`src/lpd_pkg.sv`:
```
`default_nettype none
package lpd_pkg;

    localparam int MAX_FRAME_BYTES = 255;
    localparam int FIFO_DEPTH = 4;
    localparam int FIFO_AW = $clog2(FIFO_DEPTH);

    localparam logic [1:0] STATUS_OK = 2'd0;
    localparam logic [1:0] STATUS_BAD_TYPE = 2'd1;
    localparam logic [1:0] STATUS_SHORT = 2'd2;
    localparam logic [1:0] STATUS_NO_PAYLOAD = 2'd3;

    localparam logic [0:0] CFG_KEY_HIGH = 1'd0;
    localparam logic [0:0] CFG_KEY_LOW = 1'd1;

    localparam logic [7:0] A_BLOCK_FLAG = 8'h01;
    localparam logic [8:0] HEADER_BYTES = 9'd9;
    localparam logic [8:0] MIN_FRAME_BYTES = 9'd13;
    localparam logic [3:0] LAST_ROUND = 4'd10;

    typedef struct packed {
        logic [7:0]  cipher_byte;
        logic [3:0]  ks_offset;
        logic        new_block;
        logic        downlink;
        logic [31:0] dev_addr;
        logic [15:0] fcnt;
        logic [7:0]  block_cnt;
        logic        have;
        logic        last;
        logic [1:0]  status;
    } lpd_item_t;

    localparam logic [7:0] SBOX [256] = '{
        8'h63,8'h7c,8'h77,8'h7b,8'hf2,8'h6b,8'h6f,8'hc5,8'h30,8'h01,8'h67,8'h2b,8'hfe,8'hd7,8'hab,8'h76,
        8'hca,8'h82,8'hc9,8'h7d,8'hfa,8'h59,8'h47,8'hf0,8'had,8'hd4,8'ha2,8'haf,8'h9c,8'ha4,8'h72,8'hc0,
        8'hb7,8'hfd,8'h93,8'h26,8'h36,8'h3f,8'hf7,8'hcc,8'h34,8'ha5,8'he5,8'hf1,8'h71,8'hd8,8'h31,8'h15,
        8'h04,8'hc7,8'h23,8'hc3,8'h18,8'h96,8'h05,8'h9a,8'h07,8'h12,8'h80,8'he2,8'heb,8'h27,8'hb2,8'h75,
        8'h09,8'h83,8'h2c,8'h1a,8'h1b,8'h6e,8'h5a,8'ha0,8'h52,8'h3b,8'hd6,8'hb3,8'h29,8'he3,8'h2f,8'h84,
        8'h53,8'hd1,8'h00,8'hed,8'h20,8'hfc,8'hb1,8'h5b,8'h6a,8'hcb,8'hbe,8'h39,8'h4a,8'h4c,8'h58,8'hcf,
        8'hd0,8'hef,8'haa,8'hfb,8'h43,8'h4d,8'h33,8'h85,8'h45,8'hf9,8'h02,8'h7f,8'h50,8'h3c,8'h9f,8'ha8,
        8'h51,8'ha3,8'h40,8'h8f,8'h92,8'h9d,8'h38,8'hf5,8'hbc,8'hb6,8'hda,8'h21,8'h10,8'hff,8'hf3,8'hd2,
        8'hcd,8'h0c,8'h13,8'hec,8'h5f,8'h97,8'h44,8'h17,8'hc4,8'ha7,8'h7e,8'h3d,8'h64,8'h5d,8'h19,8'h73,
        8'h60,8'h81,8'h4f,8'hdc,8'h22,8'h2a,8'h90,8'h88,8'h46,8'hee,8'hb8,8'h14,8'hde,8'h5e,8'h0b,8'hdb,
        8'he0,8'h32,8'h3a,8'h0a,8'h49,8'h06,8'h24,8'h5c,8'hc2,8'hd3,8'hac,8'h62,8'h91,8'h95,8'he4,8'h79,
        8'he7,8'hc8,8'h37,8'h6d,8'h8d,8'hd5,8'h4e,8'ha9,8'h6c,8'h56,8'hf4,8'hea,8'h65,8'h7a,8'hae,8'h08,
        8'hba,8'h78,8'h25,8'h2e,8'h1c,8'ha6,8'hb4,8'hc6,8'he8,8'hdd,8'h74,8'h1f,8'h4b,8'hbd,8'h8b,8'h8a,
        8'h70,8'h3e,8'hb5,8'h66,8'h48,8'h03,8'hf6,8'h0e,8'h61,8'h35,8'h57,8'hb9,8'h86,8'hc1,8'h1d,8'h9e,
        8'he1,8'hf8,8'h98,8'h11,8'h69,8'hd9,8'h8e,8'h94,8'h9b,8'h1e,8'h87,8'he9,8'hce,8'h55,8'h28,8'hdf,
        8'h8c,8'ha1,8'h89,8'h0d,8'hbf,8'he6,8'h42,8'h68,8'h41,8'h99,8'h2d,8'h0f,8'hb0,8'h54,8'hbb,8'h16
    };

    function automatic logic [7:0] xtime(input logic [7:0] x);
        return {x[6:0], 1'b0} ^ (x[7] ? 8'h1b : 8'h00);
    endfunction

    // byte 0 of a block sits in bits 127:120
    function automatic logic [7:0] get_byte(input logic [127:0] v, input int i);
        return v[127 - 8 * i -: 8];
    endfunction

    function automatic logic [127:0] key_expand(input logic [127:0] rk, input logic [7:0] rcon);
        logic [7:0] k [16];
        logic [127:0] res;
        for (int i = 0; i < 16; i++) k[i] = get_byte(rk, i);
        k[0] = k[0] ^ SBOX[k[13]] ^ rcon;
        k[1] = k[1] ^ SBOX[k[14]];
        k[2] = k[2] ^ SBOX[k[15]];
        k[3] = k[3] ^ SBOX[k[12]];
        for (int i = 4; i < 16; i++) k[i] = k[i] ^ k[i - 4];
        for (int i = 0; i < 16; i++) res[127 - 8 * i -: 8] = k[i];
        return res;
    endfunction

    function automatic logic [127:0] aes_round(input logic [127:0] st, input logic final_rnd);
        logic [7:0] s [16];
        logic [7:0] t [16];
        logic [7:0] a0, a1, a2, a3, all;
        logic [127:0] res;
        for (int i = 0; i < 16; i++) s[i] = get_byte(st, i);
        for (int c = 0; c < 4; c++)
            for (int r = 0; r < 4; r++)
                t[c * 4 + r] = SBOX[s[((c + r) % 4) * 4 + r]];
        if (!final_rnd)
        begin
            for (int c = 0; c < 4; c++)
            begin
                a0 = t[c * 4];
                a1 = t[c * 4 + 1];
                a2 = t[c * 4 + 2];
                a3 = t[c * 4 + 3];
                all = a0 ^ a1 ^ a2 ^ a3;
                t[c * 4]     = a0 ^ all ^ xtime(a0 ^ a1);
                t[c * 4 + 1] = a1 ^ all ^ xtime(a1 ^ a2);
                t[c * 4 + 2] = a2 ^ all ^ xtime(a2 ^ a3);
                t[c * 4 + 3] = a3 ^ all ^ xtime(a3 ^ a0);
            end
        end
        for (int i = 0; i < 16; i++) res[127 - 8 * i -: 8] = t[i];
        return res;
    endfunction

endpackage
`default_nettype wire

```
`src/lpd_fifo.sv`:
```
`default_nettype none
module lpd_fifo (
    input  wire logic              clk,
    input  wire logic              rst_n,
    input  wire logic              push,
    input  lpd_pkg::lpd_item_t     wr_item,
    output logic                   full,
    input  wire logic              pop,
    output logic                   head_valid,
    output lpd_pkg::lpd_item_t     head
);
    import lpd_pkg::*;

    lpd_item_t mem [FIFO_DEPTH];
    logic [FIFO_AW-1:0] wr_ptr_reg, rd_ptr_reg;
    logic [FIFO_AW:0]   count_reg;

    assign full = count_reg == (FIFO_AW + 1)'(FIFO_DEPTH);
    assign head_valid = count_reg != '0;
    assign head = mem[rd_ptr_reg];

    always_ff @(posedge clk)
    begin
        if (push)
            mem[wr_ptr_reg] <= wr_item;
    end

    always_ff @(posedge clk or negedge rst_n)
    begin
        if (!rst_n)
        begin
            wr_ptr_reg <= '0;
            rd_ptr_reg <= '0;
            count_reg <= '0;
        end
        else
        begin
            if (push)
                wr_ptr_reg <= wr_ptr_reg + 1'b1;
            if (pop)
                rd_ptr_reg <= rd_ptr_reg + 1'b1;
            if (push && !pop)
                count_reg <= count_reg + 1'b1;
            else if (pop && !push)
                count_reg <= count_reg - 1'b1;
        end
    end
endmodule
`default_nettype wire

```
`config.mk`:
```
export PLATFORM = sky130hd
export DESIGN_NAME = lpd_fifo
export DESIGN_NICKNAME = d
export VERILOG_FILES = /design/src/lpd_pkg.sv /design/src/lpd_fifo.sv
export SDC_FILE = /design/constraint.sdc
export NUM_CORES = 1
export LEC_CHECK = 0
export ABC_AREA = 1
export BUFFER_PORTS_ARGS = -buffer_cell sky130_fd_sc_hd__buf_2
export CAP_MARGIN = 20
export CORE_MARGIN = 1
export CORE_UTILIZATION = 40
export DETAILED_ROUTE_END_ITERATION = 16
export GPL_TIMING_DRIVEN = 0
export PLACE_DENSITY = 0.63
export SLEW_MARGIN = 10
export SYNTH_ARGS = -nofsm -noshare
export SYNTH_HDL_FRONTEND = slang
export SYNTH_SLANG_ARGS = --single-unit
```
`constraint.sdc`:
```
create_clock -name clk -period 6.4 [get_ports clk]
set_clock_uncertainty 0.15 [all_clocks]
set_input_delay 0.96 -clock clk [delete_from_list [all_inputs] [get_ports clk]]
set_output_delay 0.96 -clock clk [all_outputs]
set_load 0.1 [all_outputs]
```
# == After elaboration in Yosys (flattened, before gate mapping) ==
# Memory sizes are Yosys's and may differ from the RTL's.
# Cells that the tools add are included.
# totals
regBits,7
latchBits,0
ram_bits,296
romBits,0
input_bits,78
output_inout_bits,76
wordCells,19
memories,1
# mem_list
memory,words,width,read_ports,rd_clocked_by_memory_dff,write_ports,line_no,rtl
mem,4,74,1,0,1,lpd_fifo.sv:14,lpd_item_t mem [FIFO_DEPTH];
# classes
addsub,4
mul,0
div_mod_pow,0
n_lt_le_gt_ge,0
eq_ne,1
shifts,0
mux,4
bitwise_logic,0
n_reduce_logical,6
# op_table
operator,n
3-bit 2-to-1 mux,2
"2-bit by 1-bit adder with 2-bit output, second input constant",2
"3-bit by 1-bit adder with 3-bit output, second input constant",1
"3-bit == test, second input constant",1
3-bit nonzero test,1
"3-bit by 1-bit subtractor with 3-bit output, second input constant",1
1-bit logical AND,2
1-bit zero test,2
1-bit 2-to-1 mux,2
2-bit nonzero test,1

# == Logic depth before layout (Yosys ltp) ==
# logic_depth
depth_word,4
depth_mapped,9
depth_no_buf,9

# == Least setup slack after synthesis ==
# Ideal clock, no wire load.
# synth_timing
path_type,flip-flop to output port
from,reg count_reg[0]
to,out full
arrival_ns,2.503
required_time_ns,5.290
setup_slack_ns,2.787
path_stages_with_launch,2
n_path_buf,0
path_cell_list,dfrtp_1 > nor3_1
# synth_between
elab_chain_len,1
# synth_lines
element,line_no,rtl
"start, declared",lpd_fifo.sv:16,logic [FIFO_AW:0] count_reg;
"start signal, assigned",lpd_fifo.sv:43,count_reg <= count_reg + 1'b1;
"start signal, assigned",lpd_fifo.sv:45,count_reg <= count_reg - 1'b1;
3-bit == test,lpd_fifo.sv:18,assign full = count_reg == (FIFO_AW + 1)'(FIFO_DEPTH);
"end, declared",lpd_fifo.sv:7,"output logic full,"
# No other way between the ends.

==> results.sh <==
export IMPL_final_max_slew_violation_count=0
export IMPL_outcome="finished, final reports clean"
export IMPL_avgRoutedWirePerCell_um=17.20
export IMPL_period_share_pct=53.04
export IMPL_cts_tree="built"
export IMPL_ant_nets=0
export IMPL_syn2layout_area_growth_pct=19.08
export IMPL_detail_route_vias_per_cell=4.799
export IMPL_cp_slowest_cell="buf_2"
export IMPL_drv_cap=0
export IMPL_crit_type="flop to output pin"
export IMPL_critPathCaptureType="output pin"
export IMPL_grt_use_total_pct=16.82
export IMPL_syn_nets=996
export IMPL_fin_crit_ns=3.394
export IMPL_vias=7276
export IMPL_synth_top_area_share_pct=72.61
export IMPL_mostFrequentLayoutCell="edfxtp_1"
export IMPL_core_um2=29870
export IMPL_syn_area_um2=12240
export IMPL_antenna_found_initial=3
export IMPL_postSynthCellCount=912
export IMPL_die_area_um2=31310
export IMPL_postCtsSetupRepairBufs=0
export IMPL_max_stage_delay_ns=0.43
export IMPL_cts_resized=0
export IMPL_crit_buf_inv=3
export IMPL_nets=1186
export IMPL_synth_area_per_cell_um2=13.42
export IMPL_port_buffer_count=153
export IMPL_critical_path_required_ns=5.29
export IMPL_grt_pass1_vias=7296
export IMPL_arrival_ns=2.28
export IMPL_drt_wl_total_mm=26.08
export IMPL_hold_viol=0
export IMPL_startpoint="rd_ptr_reg[1]"
export IMPL_die_w_um=176.9
export IMPL_hold_path_class="input port to async pin"
export IMPL_synth_cell_types=20
export IMPL_largest_reg_flops=296
export IMPL_detail_route_first_pass_iterations=5
export IMPL_synth_seq_cells=303
export IMPL_final_cell_mix="edfxtp_1 (296), nand2_1 (236), buf_2 (172)"
export IMPL_drive_above_1_share_pct=22.76
export IMPL_crit_chain="buf_2, buf_2, o211ai_1, nand2_1, buf_2"
export IMPL_yosys_top_cells_area="edfxtp_1 (73%), o211ai_1 (8.6%), nand2_1 (7.2%)"
export IMPL_clock_insertion_delay_worst_skew_ns=0.54
export IMPL_cts_max_level=1
export IMPL_startpoint_type="flop"
export IMPL_numCtsBuffers=31
export IMPL_cts_root_buf="clkbuf_16"
export IMPL_setup_tns_ns=0
export IMPL_crit_family="buffers and inverters"
export IMPL_grt_ovfl_total=0
export IMPL_slew_headroom_pct=56.09
export IMPL_io_pins=154
export IMPL_yosysTopAreaCell="edfxtp_1"
export IMPL_drt_iter0_drc=551
export IMPL_clockBufferDepth=3
export IMPL_r2r_start="wr_ptr_reg[0]"
export IMPL_grt_pass1_wl_mm=39.88
export IMPL_synth_seq_area_share_pct=74.04
export IMPL_tightestPinTransition_ns=0.6587
export IMPL_placement_rows=63
export IMPL_yosys_warnings=0
export IMPL_cts_sinks=303
export IMPL_grt_max_degree=44
export IMPL_place_congestion=0.7166
export IMPL_cp_max_fo=10
export IMPL_rsz0062_at_grt="no"
export IMPL_drc=0
export IMPL_die_y_um=176.9
export IMPL_clk_pin_slew_ns=0.06
export IMPL_ctsHoldBuffers=0
export IMPL_clock_fmax_mhz=294.6
export IMPL_start_util_pct=40.98
export IMPL_hpwlAfterDp_mm=15.97
export IMPL_cpMostUsedCell="buf_2"
export IMPL_final_setup_viol_count=0
Yosys cell counts:
| library cell | n |
|---|---|
| buf_6 | 24 |
| nor3_1 | 1 |
| o21ai_1 | 1 |
| nand2_1 | 236 |
| o211ai_1 | 141 |
| xor2_1 | 3 |
| dfrtp_1 | 7 |
| ha_1 | 5 |
| buf_4 | 3 |
| fa_1 | 1 |
| nand4_1 | 1 |
| buf_2 | 19 |
| nand3_1 | 1 |
| xnor2_1 | 1 |
| edfxtp_1 | 296 |
| nor2_1 | 1 |
| clkbuf_1 | 4 |
| inv_2 | 1 |
| o211ai_2 | 7 |
| inv_1 | 159 |
worst paths after layout:
kind | depth (start not counted) | to | slack (ns)
worst max register to register | 5 | mem[2][16] | 4.38
min in group clk | 2 | count_reg[2] | 0.33
worst min-delay path | 1 | count_reg[2] | 0.1
worst max-delay path | 5 | head[9] | 3.01
worst min register to register | 2 | count_reg[2] | 0.33
max in group asynchronous | 1 | rd_ptr_reg[1] | 5.84
routing by layer:
metal / vias to the layer above / wire (um) / track usage (%)
li1: 3550 / - / -
met1: 3502 / 11150 / 21.44
met2: 176 / 12910 / 29.04
met3: 44 / 1501 / 3.501
met4: 4 / 500 / 4.346
met5: - / 22 / 0
final cells by class:
type	instances	area, um^2
Inverter	160	610.6
Buffer	50	402.9
Tap cell	390	488.0
Clock buffer	35	790.8
Antenna cell	1	2.502
Timing Repair Buffer	157	875.8
Fill cell	2571	15300
Clock inverter	21	168.9
Multi-Input combinational cell	399	2175
Sequential cell	303	9064
kinds of logic after synthesis:
group           after synthesis  share of synthesized area [%]
xor+xnor                      4                         0.2862
simple gates                240                          7.400
flops                       303                          74.04
compound gates              149                          9.403
buf+inv                     210                          8.197
fa+ha+maj                     6                         0.6746
stage by stage:
step,util [%],hold slack (ns),worst slack (ns),std cells,instance area [um^2]
6_report,48.80,0.09842,3.006,1516,14580
4_1_cts,48.79,0.07277,2.948,1515,14580
3_5_place_dp,45.58,0.3186,3.544,1459,13620
3_3_place_gp,45.17,0.3035,1.737,1455,13500
2_1_floorplan,-,0.2917,2.787,912,12240
5_1_grt,48.79,0.07768,2.831,1515,14580
Power is left out: the tool's default activity adds up to more than one toggle a clock period on the data nets, which glitch-free logic cannot reach.
