**config.mk**
```make
export PLATFORM = sky130hd
export DESIGN_NAME = lpd_front_flat
export DESIGN_NICKNAME = d
export VERILOG_FILES = /design/src/lpd_pkg.sv /design/src/lpd_if.sv /design/src/lpd_front.sv /design/src/flat_wrapper.sv
export SDC_FILE = /design/constraint.sdc
export NUM_CORES = 1
export LEC_CHECK = 0
export BUFFER_PORTS_ARGS = -buffer_cell sky130_fd_sc_hd__buf_2
export CAP_MARGIN = 25
export CORE_MARGIN = 2
export CORE_UTILIZATION = 30
export DETAILED_ROUTE_END_ITERATION = 12
export GPL_ROUTABILITY_DRIVEN = 0
export GPL_TIMING_DRIVEN = 1
export SLEW_MARGIN = 15
export SYNTH_ARGS = -nofsm -noshare
export SYNTH_HDL_FRONTEND = slang
export SYNTH_SLANG_ARGS = --single-unit
```
**constraint.sdc**
```tcl
create_clock -name clk -period 3 [get_ports clk]
set_input_delay 0.3 -clock clk [delete_from_list [all_inputs] [get_ports clk]]
set_output_delay 0.3 -clock clk [all_outputs]
set_load 0.005 [all_outputs]
```
**src/lpd_pkg.sv**
```systemverilog
`default_nettype none
package lpd_pkg;

    localparam int MAX_FRAME_BYTES = 255;
    localparam int FIFO_DEPTH = 4;
    localparam int FIFO_AW = $clog2(FIFO_DEPTH);

    localparam logic [1:0] STATUS_OK = 2'd0;
    localparam logic [1:0] STATUS_BAD_TYPE = 2'd1;
    localparam logic [1:0] STATUS_SHORT = 2'd2;
    localparam logic [1:0] STATUS_NO_PAYLOAD = 2'd3;

    localparam logic [0:0] CFG_KEY_HIGH = 1'd0;
    localparam logic [0:0] CFG_KEY_LOW = 1'd1;

    localparam logic [7:0] A_BLOCK_FLAG = 8'h01;
    localparam logic [8:0] HEADER_BYTES = 9'd9;
    localparam logic [8:0] MIN_FRAME_BYTES = 9'd13;
    localparam logic [3:0] LAST_ROUND = 4'd10;

    typedef struct packed {
        logic [7:0]  cipher_byte;
        logic [3:0]  ks_offset;
        logic        new_block;
        logic        downlink;
        logic [31:0] dev_addr;
        logic [15:0] fcnt;
        logic [7:0]  block_cnt;
        logic        have;
        logic        last;
        logic [1:0]  status;
    } lpd_item_t;

    localparam logic [7:0] SBOX [256] = '{
        8'h63,8'h7c,8'h77,8'h7b,8'hf2,8'h6b,8'h6f,8'hc5,8'h30,8'h01,8'h67,8'h2b,8'hfe,8'hd7,8'hab,8'h76,
        8'hca,8'h82,8'hc9,8'h7d,8'hfa,8'h59,8'h47,8'hf0,8'had,8'hd4,8'ha2,8'haf,8'h9c,8'ha4,8'h72,8'hc0,
        8'hb7,8'hfd,8'h93,8'h26,8'h36,8'h3f,8'hf7,8'hcc,8'h34,8'ha5,8'he5,8'hf1,8'h71,8'hd8,8'h31,8'h15,
        8'h04,8'hc7,8'h23,8'hc3,8'h18,8'h96,8'h05,8'h9a,8'h07,8'h12,8'h80,8'he2,8'heb,8'h27,8'hb2,8'h75,
        8'h09,8'h83,8'h2c,8'h1a,8'h1b,8'h6e,8'h5a,8'ha0,8'h52,8'h3b,8'hd6,8'hb3,8'h29,8'he3,8'h2f,8'h84,
        8'h53,8'hd1,8'h00,8'hed,8'h20,8'hfc,8'hb1,8'h5b,8'h6a,8'hcb,8'hbe,8'h39,8'h4a,8'h4c,8'h58,8'hcf,
        8'hd0,8'hef,8'haa,8'hfb,8'h43,8'h4d,8'h33,8'h85,8'h45,8'hf9,8'h02,8'h7f,8'h50,8'h3c,8'h9f,8'ha8,
        8'h51,8'ha3,8'h40,8'h8f,8'h92,8'h9d,8'h38,8'hf5,8'hbc,8'hb6,8'hda,8'h21,8'h10,8'hff,8'hf3,8'hd2,
        8'hcd,8'h0c,8'h13,8'hec,8'h5f,8'h97,8'h44,8'h17,8'hc4,8'ha7,8'h7e,8'h3d,8'h64,8'h5d,8'h19,8'h73,
        8'h60,8'h81,8'h4f,8'hdc,8'h22,8'h2a,8'h90,8'h88,8'h46,8'hee,8'hb8,8'h14,8'hde,8'h5e,8'h0b,8'hdb,
        8'he0,8'h32,8'h3a,8'h0a,8'h49,8'h06,8'h24,8'h5c,8'hc2,8'hd3,8'hac,8'h62,8'h91,8'h95,8'he4,8'h79,
        8'he7,8'hc8,8'h37,8'h6d,8'h8d,8'hd5,8'h4e,8'ha9,8'h6c,8'h56,8'hf4,8'hea,8'h65,8'h7a,8'hae,8'h08,
        8'hba,8'h78,8'h25,8'h2e,8'h1c,8'ha6,8'hb4,8'hc6,8'he8,8'hdd,8'h74,8'h1f,8'h4b,8'hbd,8'h8b,8'h8a,
        8'h70,8'h3e,8'hb5,8'h66,8'h48,8'h03,8'hf6,8'h0e,8'h61,8'h35,8'h57,8'hb9,8'h86,8'hc1,8'h1d,8'h9e,
        8'he1,8'hf8,8'h98,8'h11,8'h69,8'hd9,8'h8e,8'h94,8'h9b,8'h1e,8'h87,8'he9,8'hce,8'h55,8'h28,8'hdf,
        8'h8c,8'ha1,8'h89,8'h0d,8'hbf,8'he6,8'h42,8'h68,8'h41,8'h99,8'h2d,8'h0f,8'hb0,8'h54,8'hbb,8'h16
    };

    function automatic logic [7:0] xtime(input logic [7:0] x);
        return {x[6:0], 1'b0} ^ (x[7] ? 8'h1b : 8'h00);
    endfunction

    // byte 0 of a block sits in bits 127:120
    function automatic logic [7:0] get_byte(input logic [127:0] v, input int i);
        return v[127 - 8 * i -: 8];
    endfunction

    function automatic logic [127:0] key_expand(input logic [127:0] rk, input logic [7:0] rcon);
        logic [7:0] k [16];
        logic [127:0] res;
        for (int i = 0; i < 16; i++) k[i] = get_byte(rk, i);
        k[0] = k[0] ^ SBOX[k[13]] ^ rcon;
        k[1] = k[1] ^ SBOX[k[14]];
        k[2] = k[2] ^ SBOX[k[15]];
        k[3] = k[3] ^ SBOX[k[12]];
        for (int i = 4; i < 16; i++) k[i] = k[i] ^ k[i - 4];
        for (int i = 0; i < 16; i++) res[127 - 8 * i -: 8] = k[i];
        return res;
    endfunction

    function automatic logic [127:0] aes_round(input logic [127:0] st, input logic final_rnd);
        logic [7:0] s [16];
        logic [7:0] t [16];
        logic [7:0] a0, a1, a2, a3, all;
        logic [127:0] res;
        for (int i = 0; i < 16; i++) s[i] = get_byte(st, i);
        for (int c = 0; c < 4; c++)
            for (int r = 0; r < 4; r++)
                t[c * 4 + r] = SBOX[s[((c + r) % 4) * 4 + r]];
        if (!final_rnd)
        begin
            for (int c = 0; c < 4; c++)
            begin
                a0 = t[c * 4];
                a1 = t[c * 4 + 1];
                a2 = t[c * 4 + 2];
                a3 = t[c * 4 + 3];
                all = a0 ^ a1 ^ a2 ^ a3;
                t[c * 4]     = a0 ^ all ^ xtime(a0 ^ a1);
                t[c * 4 + 1] = a1 ^ all ^ xtime(a1 ^ a2);
                t[c * 4 + 2] = a2 ^ all ^ xtime(a2 ^ a3);
                t[c * 4 + 3] = a3 ^ all ^ xtime(a3 ^ a0);
            end
        end
        for (int i = 0; i < 16; i++) res[127 - 8 * i -: 8] = t[i];
        return res;
    endfunction

endpackage
`default_nettype wire

```
**src/lpd_if.sv**
```systemverilog
`default_nettype none
interface lpd_in_if;
    logic       valid;
    logic       ready;
    logic [7:0] packet_byte;
    logic       last_byte;
    modport source (output valid, packet_byte, last_byte, input ready);
    modport sink (input valid, packet_byte, last_byte, output ready);
endinterface

`default_nettype wire

```
**src/lpd_front.sv**
```systemverilog
`default_nettype none
module lpd_front (
    input  wire logic              clk,
    input  wire logic              rst_n,
    lpd_in_if.sink                 in_ch,
    input  wire logic              fifo_full,
    output logic                   push,
    output lpd_pkg::lpd_item_t     item
);
    import lpd_pkg::*;

    logic [7:0]  pos_reg, pos_next;
    logic [31:0] addr_reg, addr_next;
    logic [15:0] fcnt_reg, fcnt_next;
    logic        dir_reg, dir_next;
    logic [3:0]  opt_reg, opt_next;
    logic        bad_reg, bad_next;
    logic [7:0]  dly_reg [4];
    logic [7:0]  dly_next [4];
    logic [7:0]  blk_reg, blk_next;
    logic [3:0]  off_reg, off_next;

    logic       accept, active, have;
    logic [8:0] len;
    logic [1:0] status;
    logic [2:0] mtype;

    assign in_ch.ready = !fifo_full;
    assign accept = in_ch.valid && !fifo_full;
    assign active = pos_reg != 8'(MAX_FRAME_BYTES);
    assign mtype = in_ch.packet_byte[7:5];
    assign have = active && pos_reg >= 8'd4 && !bad_reg
                  && {1'b0, pos_reg} >= MIN_FRAME_BYTES + {5'd0, opt_reg};
    assign len = active ? {1'b0, pos_reg} + 9'd1 : {1'b0, pos_reg};

    always_comb
    begin
        if (len <= MIN_FRAME_BYTES)
            status = STATUS_SHORT;
        else if (bad_reg)
            status = STATUS_BAD_TYPE;
        else if (len <= MIN_FRAME_BYTES + {5'd0, opt_reg})
            status = STATUS_NO_PAYLOAD;
        else
            status = STATUS_OK;
    end

    always_comb
    begin
        pos_next = pos_reg;
        addr_next = addr_reg;
        fcnt_next = fcnt_reg;
        dir_next = dir_reg;
        opt_next = opt_reg;
        bad_next = bad_reg;
        dly_next = dly_reg;
        blk_next = blk_reg;
        off_next = off_reg;
        if (accept && active)
        begin
            case (pos_reg)
                8'd0:
                begin
                    bad_next = mtype < 3'd2 || mtype > 3'd5;
                    dir_next = mtype[0];
                end
                8'd1: addr_next[7:0] = in_ch.packet_byte;
                8'd2: addr_next[15:8] = in_ch.packet_byte;
                8'd3: addr_next[23:16] = in_ch.packet_byte;
                8'd4: addr_next[31:24] = in_ch.packet_byte;
                8'd5: opt_next = in_ch.packet_byte[3:0];
                8'd6: fcnt_next[7:0] = in_ch.packet_byte;
                8'd7: fcnt_next[15:8] = in_ch.packet_byte;
                default: ;
            endcase
            dly_next[0] = dly_reg[1];
            dly_next[1] = dly_reg[2];
            dly_next[2] = dly_reg[3];
            dly_next[3] = in_ch.packet_byte;
            if (have)
            begin
                if (off_reg == 4'd0)
                    blk_next = blk_reg + 8'd1;
                off_next = off_reg + 4'd1;
            end
            pos_next = pos_reg + 8'd1;
        end
        // closing byte clears all frame state
        if (accept && in_ch.last_byte)
        begin
            pos_next = '0;
            addr_next = '0;
            fcnt_next = '0;
            dir_next = 1'b0;
            opt_next = '0;
            bad_next = 1'b0;
            for (int i = 0; i < 4; i++) dly_next[i] = '0;
            blk_next = '0;
            off_next = '0;
        end
    end

    assign push = accept && (have || in_ch.last_byte);

    always_comb
    begin
        item.cipher_byte = dly_reg[0];
        item.ks_offset = off_reg;
        item.new_block = have && off_reg == 4'd0;
        item.downlink = dir_reg;
        item.dev_addr = addr_reg;
        item.fcnt = fcnt_reg;
        item.block_cnt = blk_reg + 8'd1;
        item.have = have;
        item.last = in_ch.last_byte;
        item.status = in_ch.last_byte ? status : STATUS_OK;
    end

    always_ff @(posedge clk or negedge rst_n)
    begin
        if (!rst_n)
        begin
            pos_reg <= '0;
            addr_reg <= '0;
            fcnt_reg <= '0;
            dir_reg <= 1'b0;
            opt_reg <= '0;
            bad_reg <= 1'b0;
            for (int i = 0; i < 4; i++) dly_reg[i] <= '0;
            blk_reg <= '0;
            off_reg <= '0;
        end
        else
        begin
            pos_reg <= pos_next;
            addr_reg <= addr_next;
            fcnt_reg <= fcnt_next;
            dir_reg <= dir_next;
            opt_reg <= opt_next;
            bad_reg <= bad_next;
            dly_reg <= dly_next;
            blk_reg <= blk_next;
            off_reg <= off_next;
        end
    end
endmodule
`default_nettype wire

```
**src/flat_wrapper.sv**
```systemverilog
// flat-port wrapper written by rule: the top's interface ports become plain ports
module lpd_front_flat import lpd_pkg::*;
  (clk, rst_n, fifo_full, push, item, in_ch_valid, in_ch_packet_byte, in_ch_last_byte, in_ch_ready);
  lpd_in_if in_ch_i ();
  input  wire logic clk;
  input  wire logic rst_n;
  input  wire logic fifo_full;
  output logic push;
  output lpd_pkg::lpd_item_t item;
  input wire logic [$bits(in_ch_i.valid)-1:0] in_ch_valid;
  input wire logic [$bits(in_ch_i.packet_byte)-1:0] in_ch_packet_byte;
  input wire logic [$bits(in_ch_i.last_byte)-1:0] in_ch_last_byte;
  output wire logic [$bits(in_ch_i.ready)-1:0] in_ch_ready;
  assign in_ch_i.valid = in_ch_valid;
  assign in_ch_i.packet_byte = in_ch_packet_byte;
  assign in_ch_i.last_byte = in_ch_last_byte;
  assign in_ch_ready = in_ch_i.ready;
  lpd_front u_core (.clk(clk), .rst_n(rst_n), .in_ch(in_ch_i), .fifo_full(fifo_full), .push(push), .item(item));
endmodule
```
==> After elaboration in Yosys (flattened, before gate mapping) <==
Index checks and enable logic that the tools add are counted.
{ "word_totals": {"register_bits": 106, "latch_bits": 0, "ramBits": 0, "rom_bits": 0, "inputBits": 13, "out_inout_bits": 76, "wordCells": 105, "memories": 0} }
{ "op_classes": {"add_sub_neg": 5, "mul": 0, "div_mod_pow": 0, "magnitude_cmp": 6, "n_eq_ne": 8, "shift": 0, "n_mux": 35, "bitwise_logic": 0, "reduce_logical": 35} }
{ "op_table": {"columns": ["op", "n"], "rows": [
  ["2-to-1 mux 32 bit", 4],
  ["2-to-1 mux 8 bit", 12],
  ["equality test 8 x 3 -> 1 bit, second input constant", 4],
  ["2-to-1 mux 16 bit", 2],
  ["2-to-1 mux 4 bit", 6],
  ["nonzero test 2 bit", 11],
  ["AND reduction 2 bit", 9],
  ["adder 8 x 1 -> 8 bit, second input constant", 2],
  ["equality test 8 x 2 -> 1 bit, second input constant", 2],
  ["adder 8 x 1 -> 9 bit, second input constant", 1],
  ["greater-or-equal comparator 8 x 9 -> 1 bit", 1],
  ["less-or-equal comparator 9 x 4 -> 1 bit, second input constant", 1],
  ["less-or-equal comparator 9 bit", 1],
  ["2-to-1 mux 9 bit", 1],
  ["equality test 8 x 1 -> 1 bit, second input constant", 1],
  ["greater-or-equal comparator 8 x 3 -> 1 bit, second input constant", 1],
  ["logical AND 1 bit", 8],
  ["zero test 8 bit", 1],
  ["2-to-1 mux 2 bit", 4],
  ["inequality test 8 bit, second input constant", 1],
  ["2-to-1 mux 1 bit", 6],
  ["adder 4 x 4 -> 5 bit, first input constant", 1],
  ["adder 4 x 1 -> 4 bit, second input constant", 1],
  ["zero test 4 bit", 1],
  ["other kinds (5)", 7]
]} }

==> Longest topological paths before layout <==
{ "logic_depth": {"word_depth": 7, "ltp_mapped": 12, "depth_no_buf": 10} }

==> Worst setup path before layout <==
No wires, ideal clock.
{ "synth_timing": {"path_type": "flip-flop to output port", "from": "register u_core.pos_reg[1]", "to": "output port item[1] in the netlist's numbering", "arrival_time_ns": 2.269, "required_ns": 2.700, "setup_slack_ns": 0.431, "path_stages_with_launch": 13, "path_buffers": 2, "cell_sequence": "dfrtp_1 -> ha_1 -> clkbuf_1 -> nand4_2 -> buf_2 -> nand2_1 -> o21ai_0 -> ha_1 -> and4_1 -> a21oi_1 -> o31a_1 -> nor3_1 -> o21a_1"} }
{ "synth_lines": {"columns": ["item", "line_no", "text"], "rows": [
  ["start: declaration", "lpd_front.sv:12", "logic [7:0] pos_reg, pos_next;"],
  ["start signal: assignment", "lpd_front.sv:135", "pos_reg <= pos_next;"],
  ["end: declaration", "flat_wrapper.sv:9", "output lpd_pkg::lpd_item_t item;"]
]} }

==> metrics.csv <==
stage;metric;value;unit
outcome;outcome;finished clean;
setup_path;path_max_fanout;6;
synth;synth_top_cell_area_share;0.512;
timing;tns;0;ps
timing;fin_skew;6.51;ps
setup_path;crit_end;item[1];
route;firstDrtPassIters;4;
cts;cts_root_buf;clkbuf_16;
setup_path;crit_path_end_kind;output port;
setup_path;r2r-end;u_core.blk_reg[0];
cells_and_area;syn_to_final_growth;20.3;%
timing;period_share;0.956;
route;drtIter0Drc;229;
setup_path;rr_startpoint;u_core.opt_reg[0];
route;wl;13.1;mm
synth;synth_common_cells;106 x dfrtp_1, 65 x nand2_1, 26 x a22o_1;
setup_path;slowest_stage;dfrtp_2;
synth;syn_avg_cell_area;10.8;µm²
timing;setup_viol;0;
cts;cts_tree;yes;
setup_path;r2r_slack;460;ps
synth;synth_cells;478;
global_route;grt-ovfl-total;0;
synth;ys.flop_type;dfrtp_1;
power_and_ir_drop;peakVddDrop;0.000273;V
route;routed_via_density;4.98;
setup_path;start_kind;flip-flop;
synth;synth_edf_count;0;
cts;clk_latency;350;ps
cts;clock-sinks;106;
cells_and_area;largest_reg_flops;32;
timing;hold_viol_final;0;
placed_design;io_buffers;88;
setup_path;cp_data_required_time;2700;ps
cells_and_area;fin_nets;594;
setup_path;cp_slowest_stage_delay;450;ps
power_and_ir_drop;power_leakage;2.91;nW
floorplanning;dieArea;0.0183;mm²
floorplanning;die_h;135;µm
timing;slew_headroom;0.475;
route;ant_nets;0;
route;wl_per_cell;16.5;µm
cells_and_area;seq_area;0.00266;mm²
floorplanning;core;0.0171;mm²
synth;async_flop_share;1.00;
cells_and_area;multi_input_area;0.00233;mm²
global_route;track_usage;0.147;
floorplanning;start_util;0.304;
job;drv_cap;0;
synth;yosys-top-cells-area;dfrtp_1 51%, mux2_1 5.2%, nand2_1 4.7%;
synth;syn_nets;509;
setup_path;path_cells;buf_4 > and3_2 > xnor2_2 > nand2_1 > ha_1 > and4_1 > a21oi_2 > o31a_1 > nor3_1 > o21a_1 > buf_2;
timing;tightest_slew;788;ps
floorplanning;die_w;135;µm
placed_design;hpwl;9.34;mm
synth;synth_top_area_cell;dfrtp_1;
cells_and_area;antennaDiodeCount;0;
route;num_vias;3948;
timing;slew_viol_final;0;
timing;max_freq;0.349;GHz
synth;mappedNetlistArea;0.00518;mm²
setup_path;criticalPathCategory;reg -> out;
synth;synth_seq_cells;106;
setup_path;critPathArrivalTime;2570;ps
min_path;hp-class;in -> async;
floorplanning;pin_count;89;
synth;ys_warn_count;0;
setup_path;reg2regPathDepth;8;
floorplanning;placement_rows;48;
cts;ctsHtreeMaxLevel;3;
route;drcViolationCount;0;
synth;yosysMostFrequentCell;dfrtp_1;
global_route;grt_pass1_wl;20.8;mm
power_and_ir_drop;p_per_area;615;mW/mm²
cts;cts_hold_buffers;0;
setup_path;critPathLaunch;u_core.pos_reg[2];
timing;hold_slack;25.4;ps
cts;clk_pin_slew_worst_paths;70;ps
global_route;antenna_found_initial;0;
global_route;grt_start_max_net_pins;63;
synth;seq_area_frac_synth;0.512;
cts;cts_max_path_buffers;2;
global_route;first_global_vias;3857;
synth;ys_types;60;
cells_and_area;layout-drive-gt1-share;0.296;
timing;period_needed;2870;ps
cts;cts_buffers;9;
cells_and_area;num-fill-cells;1731;
-- where the power goes --
group          switching, W  internal (W)
registers          0.000160       0.00165
logic              0.000456      0.000402
clock network      0.000559      0.000604
-- logic make-up (layout without fill, tap and decap cells) --
family	after synthesis	count (layout)	synth area share
AO/OA/AOI/OAI	116	116	0.157
adder cells (fa/ha/maj)	18	18	0.0435
AND/OR/NAND/NOR	142	142	0.142
buffers and inverters	49	139	0.0500
XOR/XNOR	13	13	0.0220
multiplexers	34	34	0.0737
flip-flops	106	106	0.512
-- metrics by stage --
stage	worst slack, ps	instance area, µm²	utilization	std cells	power (W)
2_1_floorplan	431	5180	-	478	0.00227
3_3_place_gp	305	5810	0.341	770	0.00261
3_5_place_dp	257	5810	0.341	770	0.00265
4_1_cts	3.30	6120	0.359	786	0.00384
5_1_grt	-39.3	6230	0.365	793	0.00408
6_report	131	6230	0.365	793	0.00383
-- per-layer routing --
layer  wire length (µm)  part of all wire  GRT usage
met2               6020              0.46      0.223
met1               5930              0.45      0.201
met4                250             0.019     0.0561
met5                  0                 0          0
met3                879             0.067     0.0385
-- cells in the final DEF, fill, tap and decap left out, drive strengths merged, types with 2 or more instances in the layout --
| master | n |
|---|---|
| buf | 108 |
| a22o | 26 |
| mux2 | 33 |
| or3 | 4 |
| xor2 | 2 |
| o21ai | 40 |
| nor3b | 2 |
| nand3 | 9 |
| clkinv | 2 |
| xnor2 | 11 |
| dfrtp | 106 |
| o211ai | 6 |
| nand4b | 3 |
| o311ai | 6 |
| a31oi | 5 |
| nor3 | 9 |
| o21a | 2 |
| and3 | 2 |
| o31ai | 4 |
| nor2 | 17 |
| and2 | 10 |
| a21oi | 16 |
| and4 | 4 |
| nand4 | 3 |
| nand2b | 6 |
| nor2b | 2 |
| a21boi | 2 |
| or4 | 2 |
| ha | 18 |
| inv | 19 |
| nand2 | 66 |
| clkbuf | 10 |
| a41oi | 2 |
-- worst max-delay path: cells and delay by family, from the launching register on --
kind            cells  cell delay, ps
xor+xnor            1             170
buf+inv             2             280
compound gates      3             460
fa+ha+maj           1             310
flops               1             450
simple gates        4             550
-- cell type report --
cell class | instances | area share
clock inverter | 6 | 0.00884
clock buffer | 10 | 0.0384
tap | 225 | 0.0452
inverter | 15 | 0.00904
sequential | 106 | 0.427
multi-input combinational | 323 | 0.375
timing repair buffer | 108 | 0.0972
-- repair_timing --
item	4_1_cts	5_1_grt
cloned	0	0
endpoints found under the setup margin	2	5
buffers inserted	0	7
resized for setup	5	15
pin swaps	0	5
-- how the worst min path moves through the flow --
stage	cells past startpoint	startpoint	slack, ps	to
floorplan	0	rst_n	4	u_core.addr_reg[0]
global placement	1	rst_n	420	u_core.dly_reg[23]
detailed placement	1	rst_n	450	u_core.dly_reg[23]
CTS	1	rst_n	50	u_core.dly_reg[23]
global route	1	rst_n	80	u_core.item[73]
finish	1	rst_n	30	u_core.dly_reg[23]
Power figures use the tool's default switching activity.
